<file path="src/hdl/bta_pkg.sv">
package bta_pkg;

   // default geometry
   localparam int REGION_BITS_DEF     = 21;
   localparam int GRANULE_BITS_DEF    = 3;
   localparam int REGION_SLOTS_DEF    = 8;
   localparam int NODE_POOL_DEPTH_DEF = 4096;

   // fixed port widths
   localparam int ADDR_W   = 24;
   localparam int SIZE_W   = 22;
   localparam int ACTIVE_W = 4;

   // free level field of a slab word
   localparam int LVL_W = 5;
   localparam logic [LVL_W-1:0] FULL_LEVEL = 5'd31;

   // csr register index (byte address bit 2)
   localparam logic CSR_IDX_ACTIVE = 1'b0;

   typedef enum logic [1:0] {
      MODE_ALLOC   = 2'd0,
      MODE_FREE    = 2'd1,
      MODE_QUERY   = 2'd2,
      MODE_IGNORED = 2'd3
   } mode_type;

   typedef enum logic [1:0] {
      ST_OK        = 2'd0,
      ST_ZERO_SIZE = 2'd1,
      ST_NO_MEMORY = 2'd2,
      ST_UNMANAGED = 2'd3
   } status_type;

   typedef enum logic [3:0] {
      S_IDLE,
      S_START,
      S_DESC,
      S_DESC_WAIT,
      S_SPLIT,
      S_SPLIT_WAIT,
      S_LEAF,
      S_UP,
      S_UP_WAIT,
      S_DONE
   } ctl_state_type;

   typedef enum logic [3:0] {
      OP_NONE,
      OP_ACCEPT,
      OP_START,
      OP_DESC_ISSUE,
      OP_DESC_TAKE,
      OP_SPLIT,
      OP_SPLIT_TAKE,
      OP_LEAF,
      OP_UP,
      OP_UP_TAKE,
      OP_QRESULT,
      OP_LOAD
   } dp_op_type;

   typedef struct packed {
      dp_op_type op;
   } dp_cmd_type;

   typedef struct packed {
      logic start_done;
      logic desc_more;
      logic split_go;
      logic split_new;
      logic depth_zero;
      logic up_root;
      logic out_free;
      logic is_alloc;
      logic is_query;
   } dp_stat_type;

endpackage

</file>
<file path="src/hdl/bta_ctrl.sv">
module bta_ctrl (
   input  logic                  clock,
   input  logic                  reset,
   input  logic                  req_valid,
   output logic                  req_stall,
   input  bta_pkg::dp_stat_type  stat,
   output bta_pkg::dp_cmd_type   cmd
);

   bta_pkg::ctl_state_type state_ff, state_in;

   always_ff @(posedge clock) begin
      if (reset) begin
         state_ff <= bta_pkg::S_IDLE;
      end else begin
         state_ff <= state_in;
      end
   end

   // next state
   always_comb begin
      state_in = state_ff;
      unique case (state_ff)
         bta_pkg::S_IDLE: begin
            if (req_valid) state_in = bta_pkg::S_START;
         end
         bta_pkg::S_START: begin
            state_in = stat.start_done ? bta_pkg::S_DONE : bta_pkg::S_DESC;
         end
         bta_pkg::S_DESC: begin
            priority if (stat.desc_more) state_in = bta_pkg::S_DESC_WAIT;
            else if (stat.is_query)      state_in = bta_pkg::S_DONE;
            else if (stat.is_alloc)      state_in = bta_pkg::S_SPLIT;
            else                         state_in = bta_pkg::S_LEAF;
         end
         bta_pkg::S_DESC_WAIT: state_in = bta_pkg::S_DESC;
         bta_pkg::S_SPLIT: begin
            priority if (!stat.split_go) state_in = bta_pkg::S_LEAF;
            else if (stat.split_new)     state_in = bta_pkg::S_SPLIT;
            else                         state_in = bta_pkg::S_SPLIT_WAIT;
         end
         bta_pkg::S_SPLIT_WAIT: state_in = bta_pkg::S_SPLIT;
         bta_pkg::S_LEAF: state_in = bta_pkg::S_UP;
         bta_pkg::S_UP: begin
            priority if (stat.depth_zero) state_in = bta_pkg::S_DONE;
            else if (stat.up_root)        state_in = bta_pkg::S_UP;
            else                          state_in = bta_pkg::S_UP_WAIT;
         end
         bta_pkg::S_UP_WAIT: state_in = bta_pkg::S_UP;
         bta_pkg::S_DONE: begin
            if (stat.out_free) state_in = bta_pkg::S_IDLE;
         end
         default: state_in = bta_pkg::S_IDLE;
      endcase
   end

   // outputs
   always_comb begin
      cmd.op    = bta_pkg::OP_NONE;
      req_stall = 1'b1;
      unique case (state_ff)
         bta_pkg::S_IDLE: begin
            req_stall = 1'b0;
            if (req_valid) cmd.op = bta_pkg::OP_ACCEPT;
         end
         bta_pkg::S_START: cmd.op = bta_pkg::OP_START;
         bta_pkg::S_DESC: begin
            priority if (stat.desc_more) cmd.op = bta_pkg::OP_DESC_ISSUE;
            else if (stat.is_query)      cmd.op = bta_pkg::OP_QRESULT;
            else                         cmd.op = bta_pkg::OP_NONE;
         end
         bta_pkg::S_DESC_WAIT: cmd.op = bta_pkg::OP_DESC_TAKE;
         bta_pkg::S_SPLIT: begin
            if (stat.split_go) cmd.op = bta_pkg::OP_SPLIT;
         end
         bta_pkg::S_SPLIT_WAIT: cmd.op = bta_pkg::OP_SPLIT_TAKE;
         bta_pkg::S_LEAF:       cmd.op = bta_pkg::OP_LEAF;
         bta_pkg::S_UP:         cmd.op = bta_pkg::OP_UP;
         bta_pkg::S_UP_WAIT:    cmd.op = bta_pkg::OP_UP_TAKE;
         bta_pkg::S_DONE: begin
            if (stat.out_free) cmd.op = bta_pkg::OP_LOAD;
         end
         default: cmd.op = bta_pkg::OP_NONE;
      endcase
   end

endmodule

</file>
<file path="config.mk">
export PLATFORM = sky130hd
export DESIGN_NAME = bta_ctrl
export DESIGN_NICKNAME = d
export VERILOG_FILES = /design/src/hdl/bta_pkg.sv /design/src/hdl/bta_ctrl.sv
export SDC_FILE = /design/constraint.sdc
export NUM_CORES = 1
export LEC_CHECK = 0
export ABC_AREA = 1
export BUFFER_PORTS_ARGS = -buffer_cell sky130_fd_sc_hd__buf_2
export CORE_AREA = 5 5 42 44
export CTS_CLUSTER_SIZE = 24
export DETAILED_ROUTE_END_ITERATION = 10
export DIE_AREA = 0 0 47 49
export PLACE_DENSITY_LB_ADDON = 0.05
export SYNTH_ARGS = -nofsm -noshare
export SYNTH_HDL_FRONTEND = slang
export SYNTH_SLANG_ARGS = --single-unit
</file>
<file path="constraint.sdc">
create_clock -name clock -period 1.15 [get_ports clock]
set_clock_uncertainty 0.15 [all_clocks]
set_input_delay 0.0575 -clock clock [delete_from_list [all_inputs] [get_ports clock]]
set_output_delay 0.0575 -clock clock [all_outputs]
set_load 0.01 [all_outputs]
</file>
==> metrics.md <==
| Metric | Value |
|---|---|
| Status | `finished, violations left` |
| Failing checks | `setup timing` |
| Power Density | `2140 nW/µm²` |
| # diodes | `0` |
| Post-detailed-route count of antenna-violating nets | `0` |
| Synth cell types | `18` |
| Clock power frac | `12.3%` |
| GR Overflow Total | `0` |
| Most common library cells after synthesis | `nand2_1, inv_1, nor2_1, nand3_1` |
| Max cap viols | `0` |
| Synth Warn # | `0` |
| Crit path capture type | `primary output` |
| Largest register by flop count | `state_ff` |
| Drt pass-1 iters | `4` |
| Total Wirelength | `1500 µm` |
| Max-slew violations | `0` |
| Row count | `14` |
| Reg2reg setup slack | `-0.28 ns` |
| Worst Tran Pin Value | `0.250 ns` |
| Final nets | `121` |
| Slew HR | `83.2%` |
| Hold WC Path Type | `input pin to register` |
| RSZ-0062 raised after global routing | `true` |
| Post-synthesis register bit count | `4` |
| Core ar. | `1400 µm²` |
| Avg Inst Size Synth | `5.56 µm²` |
| Cell count after synthesis | `75` |
| Vias | `591` |
| Initial Util | `29.7%` |
| Arrival @ worst endpoint | `1.35 ns` |
| Cell area after layout | `781 µm²` |
| Die Y-Extent | `49 µm` |
| Num Clock Sinks | `4` |
| Final core occ | `55.7%` |
| Sw frac | `46.1%` |
| Ys flop type | `dfxtp_1` |
| Top cells by area, synth | `dfxtp_1, nand2_1, inv_1` |
| CTS HTree Levels | `1` |
| R2R cell count | `9` |
| Worst Path Required | `0.94 ns` |
| Register share of total power | `18.1%` |
| Seq/Total Area, Yosys | `19.2%` |
| P&R area growth vs syn | `87.4%` |
| Comb power frac | `69.6%` |
| Placed standard-cell area | `594 µm²` |
| Startpoint types | `register` |
| Largest net degree at the start of global routing | `8` |
| Clk root buf | `clkbuf_4` |
| Yosys top cell area share | `19.2%` |
| Initial antenna violation count | `0` |
| CTS tree | `done` |
| Fin crit share | `136%` |
| R2R Path End | `state_ff[0]` |
| Reg-to-Reg Start | `state_ff[0]` |
| Drt wl/cell | `12.1 µm` |
| Post-synth ARST share | `0%` |
| Gpl congestion | `0.832` |
| Most numerous cell in the Yosys netlist | `nand2_1` |
| Fill cell count | `149` |
| Initial DRC count | `2` |
| Syn_nets | `87` |
| Largest registers | `state_ff (4)` |
| Setup violators final | `9` |
| IO buf count | `16` |
| LEAKAGE | `0.000382 µW` |
| Post-synth EDFFs | `0` |
| CTS max path bufs | `2` |
| Hold Crit Depth | `3` |
| Achievable frequency | `641 MHz` |
| Number of global-route vias before repair | `539` |
| Die width | `47 µm` |
| Max reg flops | `4` |
| Global-route wire length before repair | `2330 µm` |
| Final Hold Viols | `0` |
| Io pins | `17` |
| Share of cells above drive strength 1 | `57.4%` |
| Psw | `769 µW` |
| GRT Total Usage | `13.9%` |
| Yosys top cell by area | `dfxtp_1` |
| Die ar. | `2300 µm²` |
| Clk_lat worst skew | `0.25 ns` |
| Cts bufs inserted | `3` |
| Synth Cell Area | `417 µm²` |
| Internal | `899 µW` |
| Worst Setup Slack, final | `-0.411 ns` |
| Maximum vdd drop | `1.18 mV` |
| Min-delay src | `stat[8]` |
| Number of remaining DRC errors | `0` |
| Drt via density | `4.77` |
| CP max FO | `4` |
| Critical path class | `register to primary output` |
| Period minus WS final | `1.56 ns` |
| Clock transition at path regs | `0.05 ns` |
| Worst min-delay path endpoint | `state_ff[3]` |
==> cells in the final DEF (no fill, tap or decap), types with 3 or more instances in the layout <==
| cell | synthesis | routed |
|---|---|---|
| dfxtp_4 | 0 | 3 |
| nand4_1 | 4 | 4 |
| inv_1 | 13 | 10 |
| buf_4 | 0 | 7 |
| nor2_4 | 1 | 6 |
| o21ai_0 | 4 | 3 |
| nand3_2 | 1 | 3 |
| buf_2 | 0 | 15 |
| inv_2 | 1 | 4 |
| buf_6 | 0 | 5 |
| clkbuf_4 | 0 | 3 |
| nor2_2 | 4 | 3 |
| nand2_1 | 17 | 11 |
| nand3_1 | 7 | 5 |
| nor2_1 | 12 | 8 |
| nand2_2 | 0 | 5 |
==> logic make-up after synthesis <==
group / synth area share [%]
AOI/OAI and AO/OA: 13.5
buffers and inverters: 12.6
DFF: 19.2
and+or+nand+nor: 54.7
==> through the flow <==
step	setup WS [ns]	std cells	setup TNS, ns	total power (µW)	hold slack (ns)
CTS	-0.398	122	-2.22	1570	0.0110
global placement	-0.199	113	-0.957	1130	0.108
global route	-0.533	124	-3.32	1830	0.0233
detailed placement	-0.190	113	-1.11	1130	0.106
finish	-0.411	124	-2.55	1670	0.0318
floorplan	-0.000292	75	-0.000292	834	-0.0331
==> power groups by stage <==
stage | logic, µW | registers [µW] | clock network, µW
final | 1160 | 302 | 205
after global routing | 1290 | 309 | 231
after CTS | 1070 | 298 | 204
after detailed placement | 828 | 300 | 0
after global placement | 832 | 299 | 0
after floorplan | 545 | 289 | 0
==> area by class of cell <==
cell class                 count  area [µm²]  share of cell area [%]
clock buffer                   4        26.3                    3.37
inverter                      14        52.6                    6.73
tap                           16        20.0                    2.56
sequential                     4        92.6                    11.9
timing repair buffer          29         214                    27.4
multi-input combinational     57         375                    48.1
==> worst max-delay path, stage by stage (launching register included) <==
cell and delay, ns:
dfxtp_2 0.39, inv_1 0.09, nor2_4 0.13, nand2_1 0.08, inv_1 0.07, nand2_1 0.08, o2111ai_1 0.11, buf_2 0.16
==> worst max path at each step <==
stage	slack, ns	endpoint	start	cells after the start
global route	-0.53	cmd[0]	state_ff[3]	7
CTS	-0.40	cmd[0]	state_ff[0]	7
floorplan	-0.0003	state_ff[1]	state_ff[1]	7
finish	-0.41	cmd[0]	state_ff[2]	7
global placement	-0.20	cmd[0]	state_ff[0]	7
detailed placement	-0.19	cmd[0]	state_ff[0]	7
==> layer usage <==
layer	part of all wire (%)	vias up	global-route usage (%)	wire length (µm)
li1	-	315	-	-
met1	36	256	15.1	540
met2	55	16	23.3	817
met3	6.5	4	4.06	98
met4	2.8	0	6.45	42
met5	0	-	0	0
==> repair_timing <==
item / CTS / global route
resized for setup: 16 / 11
cloned: 0 / 0
hold endpoints to repair: 4 / 0
buffers inserted: 4 / 3
setup endpoints to repair: 9 / 9
hold buffers: 1 / 0
pin swaps: 7 / 12
Power figures use the tool's default switching activity.
